## src/rtl/mm_pkg.sv

```systemverilog
// Shared types, constants and helper functions for the matrix multiplier.
package mm_pkg;

    localparam int MAX_DIM     = 8;
    localparam int FRAC_BITS   = 16;
    localparam int DATA_W      = 32;
    localparam int PROD_W      = 2 * DATA_W;
    localparam int CFG_W       = 4;
    localparam int DIM_W       = $clog2(MAX_DIM);
    localparam int STORE_DEPTH = MAX_DIM * MAX_DIM;
    localparam int ADDR_W      = $clog2(STORE_DEPTH);
    localparam int CNT_W       = $clog2(STORE_DEPTH + 1);
    localparam int ACC_W       = PROD_W + DIM_W;
    localparam int CFG_IDX_W   = 2;

    localparam logic [CFG_IDX_W-1:0] CFG_ROWS_A    = 2'd0;
    localparam logic [CFG_IDX_W-1:0] CFG_INNER_DIM = 2'd1;
    localparam logic [CFG_IDX_W-1:0] CFG_COLS_B    = 2'd2;

    localparam logic OP_LEFT  = 1'b0;
    localparam logic OP_RIGHT = 1'b1;

    typedef enum logic [1:0] {
        ST_LOAD,
        ST_CALC,
        ST_WAIT,
        ST_DRAIN
    } t_state;

    typedef struct packed {
        logic shift;
        logic add;
        logic first;
    } t_ring_ctl;

    typedef struct packed {
        logic [DATA_W-1:0] value;
        logic              sat;
    } t_sat;

    // Map a size register to its effective size minus one.
    function automatic logic [DIM_W-1:0] eff_m1(input logic [CFG_W-1:0] v);
        logic [DIM_W-1:0] res;
        if (v == '0) begin
            res = '0;
        end else if (32'(v) > MAX_DIM) begin
            res = DIM_W'(MAX_DIM - 1);
        end else begin
            res = DIM_W'(v - 1'b1);
        end
        return res;
    endfunction

    // Floor shift of the exact sum, then clip to the signed data range.
    function automatic t_sat sat_q(input logic signed [ACC_W-1:0] acc);
        logic signed [ACC_W-1:0] sh;
        t_sat                    res;
        sh = acc >>> FRAC_BITS;
        if (sh[ACC_W-1:DATA_W-1] == {(ACC_W-DATA_W+1){sh[ACC_W-1]}}) begin
            res.value = sh[DATA_W-1:0];
            res.sat   = 1'b0;
        end else if (sh[ACC_W-1]) begin
            res.value = {1'b1, {(DATA_W-1){1'b0}}};
            res.sat   = 1'b1;
        end else begin
            res.value = {1'b0, {(DATA_W-1){1'b1}}};
            res.sat   = 1'b1;
        end
        return res;
    endfunction

endpackage

```

## src/rtl/mm_cell.sv

```systemverilog
// One accumulator cell of the rotating accumulator ring.
module mm_cell (
    input  logic                     i_clk,
    input  logic                     i_shift,
    input  logic                     i_clear,
    input  logic                     i_add_en,
    input  logic [mm_pkg::ACC_W-1:0] i_prev,
    input  logic [mm_pkg::ACC_W-1:0] i_add,
    output logic [mm_pkg::ACC_W-1:0] o_acc
);

    logic [mm_pkg::ACC_W-1:0] r_acc;
    logic [mm_pkg::ACC_W-1:0] n_acc;

    always_comb begin
        n_acc = (i_clear ? '0 : i_prev) + (i_add_en ? i_add : '0);
    end

    always_ff @(posedge i_clk) begin
        if (i_shift) begin
            r_acc <= n_acc;
        end
    end

    assign o_acc = r_acc;

endmodule

```

## src/rtl/mm_ring.sv

```systemverilog
// Chain of accumulator cells closed into a ring of selectable length.
module mm_ring (
    input  logic                     i_clk,
    input  mm_pkg::t_ring_ctl        i_ctl,
    input  logic [mm_pkg::DIM_W-1:0] i_tap_sel,
    input  logic [mm_pkg::PROD_W-1:0] i_prod,
    output logic [mm_pkg::ACC_W-1:0] o_tail
);

    logic [mm_pkg::ACC_W-1:0] w_acc [mm_pkg::MAX_DIM];
    logic [mm_pkg::ACC_W-1:0] w_tap;
    logic [mm_pkg::ACC_W-1:0] w_prod_ext;

    // Close the ring at the cell that holds the first column.
    assign w_tap      = w_acc[i_tap_sel];
    assign w_prod_ext = {{(mm_pkg::ACC_W-mm_pkg::PROD_W){i_prod[mm_pkg::PROD_W-1]}}, i_prod};
    assign o_tail     = w_tap;

    for (genvar m = 0; m < mm_pkg::MAX_DIM; m++) begin : g_cell
        if (m == 0) begin : g_head
            mm_cell u_cell (
                .i_clk   (i_clk),
                .i_shift (i_ctl.shift),
                .i_clear (i_ctl.add && i_ctl.first),
                .i_add_en(i_ctl.add),
                .i_prev  (w_tap),
                .i_add   (w_prod_ext),
                .o_acc   (w_acc[m])
            );
        end else begin : g_body
            mm_cell u_cell (
                .i_clk   (i_clk),
                .i_shift (i_ctl.shift),
                .i_clear (1'b0),
                .i_add_en(1'b0),
                .i_prev  (w_acc[m-1]),
                .i_add   (w_prod_ext),
                .o_acc   (w_acc[m])
            );
        end
    end

endmodule

```

## config.mk

```make
export PLATFORM = sky130hd
export DESIGN_NAME = mm_ring
export DESIGN_NICKNAME = d
export VERILOG_FILES = /design/src/rtl/mm_pkg.sv /design/src/rtl/mm_cell.sv /design/src/rtl/mm_ring.sv
export SDC_FILE = /design/constraint.sdc
export NUM_CORES = 1
export LEC_CHECK = 0
export BUFFER_PORTS_ARGS = -buffer_cell sky130_fd_sc_hd__buf_2
export CORE_ASPECT_RATIO = 0.7
export CORE_MARGIN = 8
export CORE_UTILIZATION = 45
export CTS_CLUSTER_DIAMETER = 100
export DETAILED_ROUTE_END_ITERATION = 10
export GPL_ROUTABILITY_DRIVEN = 1
export PLACE_DENSITY_LB_ADDON = 0.08
export RECOVER_POWER = 100
export SLEW_MARGIN = 20
export SYNTH_ARGS = -nofsm -noshare
export SYNTH_HDL_FRONTEND = slang
export SYNTH_SLANG_ARGS = --single-unit
```

## constraint.sdc

```tcl
create_clock -name i_clk -period 6.3 [get_ports i_clk]
set_input_delay 0 -clock i_clk [delete_from_list [all_inputs] [get_ports i_clk]]
set_output_delay 0 -clock i_clk [all_outputs]
set_load 0.1 [all_outputs]
```

==> results by stage, run 1 <==
Floorplan:
- The core outline area is 54900 um2.
- Measured along the y axis, the die boundary spans 213 um.
- The die area is 63100 um2.
- For this design the top-level I/O count stands at 138.
- After floorplanning, the core was divided into 72 placement rows.
- The width of the die is 297 um.
- For this configuration, the core starts out at a cell density of 0.453.

GRT:
- The first global-routing pass estimated 85.0 mm of wire.
- The number of antenna violations at the first check in global routing was 2.
- The via count of the first global-routing pass came to 14000.
- Summed over all layers, the global routing overflow is 0.
- The maximum number of pins on one net before global-route repair is 176.
- In the global route stage, overall resource usage came out at 0.172.

Detailed routing:
- For this block, the routed nets add up to 54.6 mm of wire.
- In the routed design, unresolved DRC markers number 0.
- After the first detailed-routing iteration, the DRC count stood at 1083.
- The number of nets with antenna violations after detailed routing is 0.
- The routed layout has 13700 vias.
- In the final routed layout, each cell accounts on average for 22.5 um.
- The number of detailed-route iterations in the first pass is 5.
- The number of vias per cell after detailed routing is 5.66.

Logic synthesis:
- The gate count of the mapped netlist is 1512.
- The distinct cell type count after synthesis is 59.
- The share of async-settable or async-resettable flops after synthesis is 0.
- Of the post-synthesis cell area, the dominant cell type holds 0.648.
- Counting instances in the post-synthesis netlist gives the leading cell types as sky130_fd_sc_hd__edfxtp_1 (536), sky130_fd_sc_hd__mux4_2 (134), sky130_fd_sc_hd__a21oi_1 (86).
- After synthesis the cells add up to 24800 um2.
- The cell with the most instances after synthesis is sky130_fd_sc_hd__edfxtp_1.
- After synthesis, the cell types taking the most area are sky130_fd_sc_hd__edfxtp_1 (65%), sky130_fd_sc_hd__mux4_2 (12%), sky130_fd_sc_hd__ha_1 (3.3%).
- The net count after synthesis is 1650.
- The average instance in the mapped netlist occupies 16.4 um2.
- During synthesis, Yosys emitted a total of 0 warnings.
- After synthesis the netlist holds a flip-flop and latch count of 536.
- In this run, synthesis inferred 536 flip-flops with an integrated enable.
- The most used flip-flop cell after synthesis is sky130_fd_sc_hd__edfxtp_1.
- The largest total area in the synthesized netlist belongs to sky130_fd_sc_hd__edfxtp_1.
- For this run, the register share of the synthesized area comes to 0.648.

CTS:
- Counting along the longest clock path gives a buffer depth of 3.
- At the later pin of the worst-skew pair, clock insertion delay measures 600 ps.
- The quantity of gates resized following cts is 0.
- The root buffer cell is sky130_fd_sc_hd__clkbuf_16.
- The clock tree from TritonCTS is done.
- Buffers added to address setup during post-CTS repair amount to 0.
- The clock slew at the register clock pins of the worst setup and hold paths is 70 ps.
- Clock tree synthesis found a total of 536 sinks.
- The number of buffers added by the clock tree synthesis step is 53.
- The clock tree synthesis step divided the H-tree into 2 levels.
- The hold-fix buffer count after cts is 3.

Finish:
- Once layout is done, the placed cells without fillers occupy 27800 um2.
- The synthesis-to-layout area growth is 12.1%.
- The net total in the final layout is 1785.
- The share of post-route cells with drive strength above 1 is 0.220.
- The number of antenna diodes in the final layout is 0.
- The count of fill cells added during filler insertion is 4571.

Outcome:
- The checks that failed: max-capacitance violations, max-slew violations.
- The run finished, with violations left.

Critical path:
- The data arrival time at the worst-slack endpoint is 5930 ps.
- The data required time of the worst path is 6640 ps.
- The worst register-to-register path has a depth of 14.
- The capture point of the worst reg-to-reg path is g_cell[0].g_head.u_cell.o_acc[64].
- The element type at the critical path end is a register.
- Along the worst path, the maximum fanout reaches 4.
- The worst setup path category is reg2reg.
- The worst register-to-register path has a setup slack of 710 ps.
- The critical path starts at g_cell[1].g_body.u_cell.o_acc[0].
- The worst register-to-register path begins at g_cell[1].g_body.u_cell.o_acc[0].
- The critical path startpoint category is a register.
- The worst setup path endpoint is g_cell[0].g_head.u_cell.o_acc[64].

Min path:
- The cell depth of the worst min-delay path is 4.
- The path type of the worst min-delay path is in2reg.

Place:
- At the end of routability-driven placement, the weighted congestion stood at 0.871.
- During placement, the flow inserted port buffers numbering 137.
- Summing all placed instances gives a cell area of 26400 um2.
- After legalization and detailed placement, the total HPWL measured 36.0 mm.
- Timing analysis after detailed placement gives a worst setup slack of 1100 ps.

Timing:
- Between clock sinks in the finished design, the worst skew comes to 18.4 ps.
- Based on the critical path, the design can be clocked at up to 0.179 GHz.
- The worst pin sits at a relative slew slack of -1.18.
- The total setup violations reported at the end of the flow is 0.
- The slew at the pin closest to its max-slew limit is 3280 ps.
- In the post-route analysis, the smallest setup slack over all paths is 709 ps.
- The ratio of final minimum period to clock period is 0.887.
- The number of hold-slack violations in the final timing report came to 0.
- The worst path needs 5590 ps of the cycle, external delays included.
- Summed over all failing endpoints, the final setup total negative slack is 0 ps.
- Setup repair after global routing left no endpoint under its margin.
- Final hold analysis gives a worst-case slack of 78.7 ps.
- The final number of max-transition violations is 545.

Power and ir drop:
- The static leakage is 9.80 nW.
- In this run the power density over the cells is 332 nW/um2.
- VDD sags by at most 182 uV.

Run:
- Max-cap violations in this run came to 5.
layout make-up:
class	count	area [um2]	share of cell area
clock buffer	61	1360	0.0487
clock inverter	35	199	0.00715
inverter	22	82.6	0.00297
multi-input combinational	877	8350	0.300
sequential	536	16100	0.578
tap	740	926	0.0333
timing repair buffer	157	825	0.0296
worst min-delay path by stage:
stage                                                   end                              start
after floorplan            g_cell[0].g_head.u_cell.o_acc[0]                           i_ctl[2]
after detailed placement  g_cell[7].g_body.u_cell.o_acc[58]  g_cell[6].g_body.u_cell.o_acc[58]
after CTS                 g_cell[0].g_head.u_cell.o_acc[13]                         i_prod[13]
final                     g_cell[0].g_head.u_cell.o_acc[13]                         i_prod[13]
after global placement     g_cell[6].g_body.u_cell.o_acc[1]   g_cell[5].g_body.u_cell.o_acc[1]
after global routing       g_cell[0].g_head.u_cell.o_acc[2]                          i_prod[2]
power breakdown:
part           internal [W]  switching, W  total, W
logic              0.000571       0.00124   0.00181
registers           0.00436      0.000158   0.00452
clock network       0.00158       0.00134   0.00291
kinds of logic after synthesis:
group / Yosys count / synth area share
buffers and inverters: 99 / 0.0153
adders and majority gates: 67 / 0.0341
xor gates and xnor gates: 63 / 0.0222
and+or+nand+nor: 304 / 0.0662
muxes: 202 / 0.152
AOI/OAI and AO/OA: 241 / 0.0619
DFF: 536 / 0.648
state kept, by name, summed over array words and instances, names as in the netlist:
register and cells:
g_cell.g_body.u_cell.o_acc 469, g_cell.g_head.u_cell.o_acc 67
routing by layer:
| layer | wire [um] | up-vias | global-route usage | share of wire |
|---|---|---|---|---|
| met5 | 0 | - | 0 | 0 |
| met4 | 1020 | 0 | 0.0414 | 0.019 |
| met3 | 3180 | 80 | 0.0341 | 0.058 |
| met2 | 23300 | 375 | 0.247 | 0.43 |
| met1 | 27100 | 7005 | 0.266 | 0.50 |
| li1 | - | 6282 | - | - |
metrics by stage:
step | power (W) | cells | utilization
6_report | 0.00924 | 2428 | 0.507
5_1_grt | 0.00964 | 2428 | 0.507
4_1_cts | 0.00938 | 2428 | 0.510
3_5_place_dp | 0.00641 | 2329 | 0.481
3_3_place_gp | 0.00641 | 2329 | 0.481
2_1_floorplan | 0.00590 | 1512 | -
layout by cell type (no fill, tap or decap), types with 20 or more instances in the layout:
cell type	netlist	layout
sky130_fd_sc_hd__xor2_1	30	30
sky130_fd_sc_hd__ha_1	66	66
sky130_fd_sc_hd__mux2_2	67	65
sky130_fd_sc_hd__xnor2_1	33	33
sky130_fd_sc_hd__nor2b_1	71	71
sky130_fd_sc_hd__a21oi_1	86	87
sky130_fd_sc_hd__nor2_1	39	39
sky130_fd_sc_hd__edfxtp_1	536	536
sky130_fd_sc_hd__inv_1	21	21
sky130_fd_sc_hd__and2_1	68	67
sky130_fd_sc_hd__nand2_1	55	55
sky130_fd_sc_hd__mux4_2	134	134
sky130_fd_sc_hd__clkbuf_16	0	53
sky130_fd_sc_hd__a21o_1	28	28
sky130_fd_sc_hd__clkbuf_1	59	70
sky130_fd_sc_hd__nand4_1	20	20
sky130_fd_sc_hd__o21ai_0	29	35
sky130_fd_sc_hd__buf_2	7	74
sky130_fd_sc_hd__o21bai_1	22	22
worst max-delay path, stage by stage (launching register included):
cell and delay (ps):
sky130_fd_sc_hd__edfxtp_1 420, sky130_fd_sc_hd__mux4_2 460, sky130_fd_sc_hd__mux2_2 280, sky130_fd_sc_hd__nor2b_1 140, sky130_fd_sc_hd__ha_1 250, sky130_fd_sc_hd__fa_1 410, sky130_fd_sc_hd__a21oi_1 190, sky130_fd_sc_hd__o21ai_0 200
sky130_fd_sc_hd__a2111oi_0 1050, sky130_fd_sc_hd__o21ai_1 380, sky130_fd_sc_hd__a21oi_1 630, sky130_fd_sc_hd__o21ai_1 280, sky130_fd_sc_hd__a22oi_1 260, sky130_fd_sc_hd__nor2_1 70, sky130_fd_sc_hd__or3_1 330
No activity file was read; power rests on OpenSTA's default activity.
==> run 2: changes to the inputs <==
- CTS_BUF_LIST: default -> sky130_fd_sc_hd__clkbuf_4 sky130_fd_sc_hd__clkbuf_8 sky130_fd_sc_hd__clkbuf_16
==> run 2 against run 1 <==
Cell area grew 0.11%. Combinational power is essentially flat. Worst hold slack got worse by 3.4 ps. Highest routed layer unchanged. Cell count stayed put. Sequential cell count stayed put. Register-to-register slack about the same. The run still ends with max-capacitance violations, max-slew violations left.
==> results by stage, run 2 (synthesized netlist as in run 1, its figures left out) <==
Critical path:
- STA classifies the critical path startpoint as a register.
- The startpoint of the lowest-slack register-to-register path is g_cell[1].g_body.u_cell.o_acc[0].
- The cell family contributing the most delay on the critical path is compound AO/OA/AOI/OAI gates.
- The setup path with the least slack is of type reg2reg.
- The number of buffers and inverters on the critical path is 0.
- The highest fanout seen on the critical path is 4.
- Data on the critical path is required at its endpoint by 6640 ps.
- The data arrival time at the worst-slack endpoint is 5920 ps.
- In this run the register-to-register setup slack is 720 ps.
- The critical-path cell with the highest stage delay is sky130_fd_sc_hd__a2111oi_0.
- The element type at the critical path end is a register.
- The critical path goes through mux4_2, mux2_2, nor2b_1, ha_1, fa_1, a21oi_1, o21ai_0, a2111oi_0, o21ai_1, a21oi_1, o21ai_1, a22oi_1, nor2_1, or3_1.
- Measured in cells, the most critical reg-to-reg path has a length of 14.
- In this run the critical register-to-register path is captured at g_cell[0].g_head.u_cell.o_acc[64].
- In this design, the stage delay of the slowest critical-path cell is 1050 ps.

Place:
- The count of input and output buffers is 137.
- At the end of routability-driven placement, the weighted congestion stood at 0.871.
- Detailed placement finished with a half-perimeter wire length of 36.0 mm.

CTS:
- The number of levels in the clock H-tree is 2.
- TritonCTS built the clock tree.
- The clock sink count is 536.
- CTS placed an instance of sky130_fd_sc_hd__clkbuf_16 at the clock tree root.
- The quantity of gates resized following cts is 0.
- Buffers inserted during clock tree synthesis total 53.
- In this run the deepest clock path goes through 3 buffers.
- The clock latency on the worst-skew pair is 600 ps.
- The clock slew at the register clock pins of the worst setup and hold paths is 70 ps.

Power and ir drop:
- For this design the ratio of total power to cell area is 333 nW/um2.
- Summed over all cells, the static leakage comes to 9.83 nW.
- VDD sags by at most 181 uV.

Floorplan:
- The initial standard-cell utilization of the core is 0.453.
- The core outline area is 54900 um2.
- Pin placement for this block handled 138 I/O pins.
- The floorplan step defined a die boundary enclosing 63100 um2.
- The y dimension of the die is 213 um.
- Row generation in the floorplan step produced 72 rows.
- In this run the horizontal extent of the chip is 297 um.

Finish:
- Counting the fill cells in the layout gives 4567.
- The final layout contains 1785 nets.
- The library cells used most frequently in the layout, excluding fill and tap cells, are sky130_fd_sc_hd__edfxtp_1 (536), sky130_fd_sc_hd__mux4_2 (134), sky130_fd_sc_hd__a21oi_1 (87), sky130_fd_sc_hd__buf_2 (74), sky130_fd_sc_hd__nor2b_1 (71).
- The number of diodes added for antenna fixing is 0.
- The synthesis-to-layout area growth is 12.2%.
- The register with the most flip-flops in the layout has 469 of them.
- The library cell used most frequently in the layout, excluding fill and tap cells, is sky130_fd_sc_hd__edfxtp_1.
- Of the cells placed in the final design, the portion with a size suffix greater than 1 is 0.225.

Timing:
- Setup violations remaining at the end of the flow were counted as 0.
- The final number of max-transition violations is 545.
- The smallest clock period supported by the final layout is computed as 5580 ps.
- In the finished design, the share of the clock period the worst path needs comes to 0.886.
- The tightest hold path in the finished design has a slack of 75.3 ps.
- Summed over all failing endpoints, the final setup total negative slack is 0 ps.
- The relative slew slack is -1.18.
- The number of hold-slack violations in the final timing report is 0.
- The maximum clock rate is 0.179 GHz.
- On the final layout, the worst clock skew is 20.6 ps.
- The slew at the pin closest to its max-slew limit is 3270 ps.
- Setup repair after global routing left no endpoint under its margin.

Detailed routing:
- The first routing iteration left 1103 violations.
- In the final routed layout, each cell accounts on average for 22.5 um.
- The number of detailed-route iterations in the first pass is 5.
- The number of vias per cell after detailed routing is 5.67.
- Summed over all layers, the routed wires come to 54.7 mm.
- The number of nets with antenna violations after detailed routing is 0.
- The remaining routing DRC violations is 0.
- The overall via count from detail_route is 13800.

GRT:
- The number of antenna violations at the first check in global routing is 2.
- Entering global routing, the biggest net connects 176 pins.
- The global-route wire length before repair is 85.0 mm.
- The via count of the first global-routing pass came to 13900.
- For this run, the total global-route usage over all layers was measured as 0.172.
- The total overflow left after global routing is 0.

Min path:
- In this run the most critical hold path is launched from i_prod[13].
- The worst hold path passes through 4 cells.
- For hold timing, the worst endpoint is g_cell[0].g_head.u_cell.o_acc[13].
- The min-delay analysis places its worst path in the category in2reg.

Outcome:
- The run finished, with violations left.
- The final reports fail on max-capacitance violations, max-slew violations.

Run:
- Max-cap violations in this run came to 5.
==> run 2: cell counts in the layout (fill, tap and decap cells not counted) <==
No cell type changed its count.
==> run 2: power by group <==
| part | total, W | switching (W) | internal (W) |
|---|---|---|---|
| clock network | 0.00295 | 0.00134 | 0.00161 |
| logic | 0.00181 | 0.00124 | 0.000571 |
| registers | 0.00452 | 0.000158 | 0.00436 |
| total | 0.00928 | 0.00274 | 0.00654 |
==> run 2: how the worst max path moves through the flow <==
stage | start | to | slack (ps) | depth (start not counted)
after floorplan | i_tap_sel[0] | g_cell[0].g_head.u_cell.o_acc[59] | 1490 | 16
after global placement | i_tap_sel[0] | g_cell[0].g_head.u_cell.o_acc[62] | 1130 | 14
after detailed placement | i_tap_sel[0] | g_cell[0].g_head.u_cell.o_acc[62] | 1100 | 16
after CTS | g_cell[1].g_body.u_cell.o_acc[0] | g_cell[0].g_head.u_cell.o_acc[64] | 1380 | 14
after global routing | g_cell[1].g_body.u_cell.o_acc[0] | g_cell[0].g_head.u_cell.o_acc[64] | 570 | 14
final | g_cell[1].g_body.u_cell.o_acc[0] | g_cell[0].g_head.u_cell.o_acc[64] | 720 | 14
==> run 2: layout make-up <==
| type | count | area (um2) | area share |
|---|---|---|---|
| Tap cell | 740 | 926 | 0.0332 |
| Clock inverter | 35 | 199 | 0.00714 |
| Clock buffer | 61 | 1390 | 0.0498 |
| Multi-Input combinational cell | 877 | 8350 | 0.300 |
| Inverter | 22 | 82.6 | 0.00296 |
| Sequential cell | 536 | 16100 | 0.578 |
| Timing Repair Buffer | 157 | 825 | 0.0296 |
==> run 2: stage by stage <==
| stage | std cells | area, um2 | worst slack (ps) | utilization | total power (W) |
|---|---|---|---|---|---|
| floorplan | 1512 | 24800 | 1490 | - | 0.00590 |
| global placement | 2329 | 26400 | 1130 | 0.481 | 0.00641 |
| detailed placement | 2329 | 26400 | 1100 | 0.481 | 0.00641 |
| CTS | 2428 | 28000 | 1380 | 0.510 | 0.00941 |
| global route | 2428 | 27900 | 572 | 0.508 | 0.00968 |
| finish | 2428 | 27900 | 718 | 0.508 | 0.00928 |
==> run 2: worst reg2reg max path: cells and delay by family (launching register included) <==
| family | cells | cell delay (ps) |
|---|---|---|
| compound gates | 7 | 2990 |
| mux | 2 | 740 |
| fa+ha+maj | 2 | 660 |
| simple gates | 3 | 540 |
| flops | 1 | 420 |
==> run 2: timing repair <==
item	CTS	global route
hold endpoints to repair	60	0
endpoints found under the setup margin	0	0
buffers inserted	0	0
hold buffers	3	0
==> run 2: per-layer routing <==
metal / global-route usage / routed length (um) / vias up
met4: 0.0414 / 1010 / 0
met2: 0.247 / 23300 / 357
met1: 0.265 / 27300 / 7036
met5: 0 / 0 / -
met3: 0.0346 / 3140 / 79
li1: - / - / 6286
==> run 3: changes to the inputs <==
- PLACE_DENSITY_LB_ADDON: 0.08 -> 0.15
==> run 3 against run 2 <==
The flow finishes with violations (negative hold slack, max-capacitance violations, max-slew violations). Via count rose by 0.12%. Sequential share of layout area hardly changed. Worst hold slack worse by 110 ps. Clock power rose by 3%. Fmax rose by 5.0%. Combinational power is essentially flat. Cell count hardly changed. Utilization barely moved. Global-route usage fell by 0.13 points. First-iteration DRC count increased by 7.6%. Setup slack better by 270 ps. Clock skew grew 1.9 ps. Critical path type is now in2reg.
==> results by stage, run 3 (synthesized netlist as in run 1, its figures left out) <==
Critical path:
- Measured in cells, the most critical reg-to-reg path has a length of 14.
- The worst setup path is captured at a register.
- The worst setup path category is in2reg.
- STA puts the critical path data arrival time at 5640 ps.
- The data required time of the worst path is 6630 ps.
- The highest fanout seen on the critical path is 67.
- STA classifies the critical path startpoint as an input pin.

Floorplan:
- Pin placement for this block handled 138 I/O pins.
- The die area is 63100 um2.
- The y dimension of the die is 213 um.
- The core region is 54900 um2.
- The die is 297 um wide.
- The row count is 72.
- The initial standard-cell utilization of the core is 0.453.

Finish:
- Leaving out fill and tap cells, the most frequent cells in the layout are sky130_fd_sc_hd__edfxtp_1 (536), sky130_fd_sc_hd__mux4_2 (134), sky130_fd_sc_hd__a21oi_1 (87), sky130_fd_sc_hd__nor2b_1 (71), sky130_fd_sc_hd__buf_2 (71).
- Leaving out fill and tap cells, the most frequent cell in the layout is sky130_fd_sc_hd__edfxtp_1.
- Once layout is complete, the cells apart from fillers number 2427.
- 0 antenna diodes ended up in the layout.
- The area growth from synthesis to layout is 12.2%.
- The share of post-route cells with drive strength above 1 is 0.222.
- The register with the most flip-flops in the layout has 469 of them.
- At the end of the flow, the number of nets in the layout was 1781.

Min path:
- The path type of the worst min-delay path is in2reg.
- Counting instances, the worst hold path has a depth of 1.

CTS:
- CTS saw 536 sinks.
- The clock latency on the worst-skew pair is 590 ps.
- Post-CTS timing repair inserted 0 buffers for setup.
- The number of buffers on the longest clock path is 3.
- After clock tree synthesis, the clock-pin slew on the worst setup and hold paths is 60 ps.
- The number of buffers added by the clock tree synthesis step is 53.
- The number of levels in the clock H-tree is 2.
- TritonCTS built the clock tree.
- CTS placed an instance of sky130_fd_sc_hd__clkbuf_16 at the clock tree root.

Place:
- Routability-driven placement finished with a final weighted congestion of 0.867.
- After legalization and detailed placement, the total HPWL measured 35.9 mm.
- The count of input and output buffers is 137.
- In this run, placement finished with an instance count of 2326.

Detailed routing:
- The number of detailed-route iterations in the first pass is 5.
- The detail route stage leaves a number of antenna-violating nets equal to 0.
- Summed over all layers, the routed wires come to 54.5 mm.
- The overall via count from detail_route is 13800.
- The first routing iteration left 1187 violations.
- After detailed routing, the number of remaining DRC violations is 0.
- The number of vias per cell after detailed routing is 5.68.
- The per-cell routed wire length is 22.5 um.

Timing:
- The number of hold-slack violations in the final timing report is 4.
- Static timing analysis puts the maximum clock frequency at 0.188 GHz.
- The final number of max-transition violations is 438.
- In this run the tightest slew margin relative to its limit is -2.01.
- The total negative slack for setup checks is 0 ps.
- Setup repair after global routing left no endpoint under its margin.
- The clock period minus final worst setup slack is 5320 ps.
- On the final layout, the worst clock skew is 22.6 ps.
- Setup violations remaining at the end of the flow were counted as 0.
- In the finished design, the share of the clock period the worst path needs comes to 0.844.
- Hold timing on the final database bottoms out at a slack of -35.5 ps.
- The slew at the pin closest to its max-slew limit is 4520 ps.

GRT:
- The all-layer global routing usage is 0.170.
- The number of antenna violations at the first check in global routing is 0.
- Entering global routing, the biggest net connects 182 pins.
- The via count of the first global-routing pass was 14100.
- The sum of overflow across all layers after global routing is 0.
- The first global-routing pass estimated 84.9 mm of wire.

Power and ir drop:
- For this design the ratio of total power to cell area is 336 nW/um2.
- The static leakage is 9.82 nW.
- VDD sags by at most 196 uV.

Run:
- Max-cap violations in this run came to 4.

Outcome:
- The checks that failed: negative hold slack, max-capacitance violations, max-slew violations.
- The run finished, with violations left.
==> run 3: metrics by stage <==
stage	total power [W]	hold WS (ps)	setup slack, ps	util	instance area, um2
final	0.00936	-35.5	984	0.508	27900
after global routing	0.00975	14.1	514	0.508	27900
after CTS	0.00949	1.16	1290	0.511	28000
after detailed placement	0.00640	427	1080	0.480	26300
after global placement	0.00639	422	1060	0.480	26300
after floorplan	0.00590	112	1490	-	24800
==> run 3: critical path, cell delays in order <==
cell                       delay (ps)
sky130_fd_sc_hd__buf_8            300
sky130_fd_sc_hd__buf_12           500
sky130_fd_sc_hd__clkbuf_1        1280
sky130_fd_sc_hd__mux4_2           630
sky130_fd_sc_hd__mux2_1           360
sky130_fd_sc_hd__nor2b_1          160
sky130_fd_sc_hd__ha_1             470
sky130_fd_sc_hd__nand4_1          180
sky130_fd_sc_hd__nor3_1           610
sky130_fd_sc_hd__a311o_1          400
sky130_fd_sc_hd__a22oi_1          140
sky130_fd_sc_hd__and4b_1          230
sky130_fd_sc_hd__or3_1            350
==> run 3: area by class of cell <==
class	instances	area (um2)
Clock inverter	32	225
Tap cell	740	926
Fill cell	4631	27000
Sequential cell	536	16100
Clock buffer	67	1430
Multi-Input combinational cell	877	8350
Inverter	22	82.6
Timing Repair Buffer	153	759
==> run 3: repair_timing <==
action	in CTS	in global routing
hold endpoints to repair	2	0
gates resized for setup	0	0
hold buffers	2	0
==> run 3: worst paths after layout <==
check | startpoint | to | slack, ps
worst max-delay path | i_tap_sel[0] | g_cell[0].g_head.u_cell.o_acc[64] | 980
worst min-delay path | i_ctl[2] | g_cell[1].g_body.u_cell.o_acc[60] | -40
worst max register to register | g_cell[6].g_body.u_cell.o_acc[0] | g_cell[0].g_head.u_cell.o_acc[64] | 1080
worst min register to register | g_cell[3].g_body.u_cell.o_acc[24] | g_cell[4].g_body.u_cell.o_acc[24] | 440
==> run 3: where the power goes <==
group / internal [W] / switching [W]
Clock: 0.00170 / 0.00133
Combinational: 0.000566 / 0.00123
Sequential: 0.00437 / 0.000157
Total: 0.00663 / 0.00273
==> run 3: layer usage <==
layer | track usage | routed length [um] | up-vias
met5 | 0 | 0 | -
met4 | 0.0383 | 918 | 0
met3 | 0.0341 | 2970 | 59
met2 | 0.253 | 24300 | 337
met1 | 0.258 | 26400 | 7108
li1 | - | - | 6271
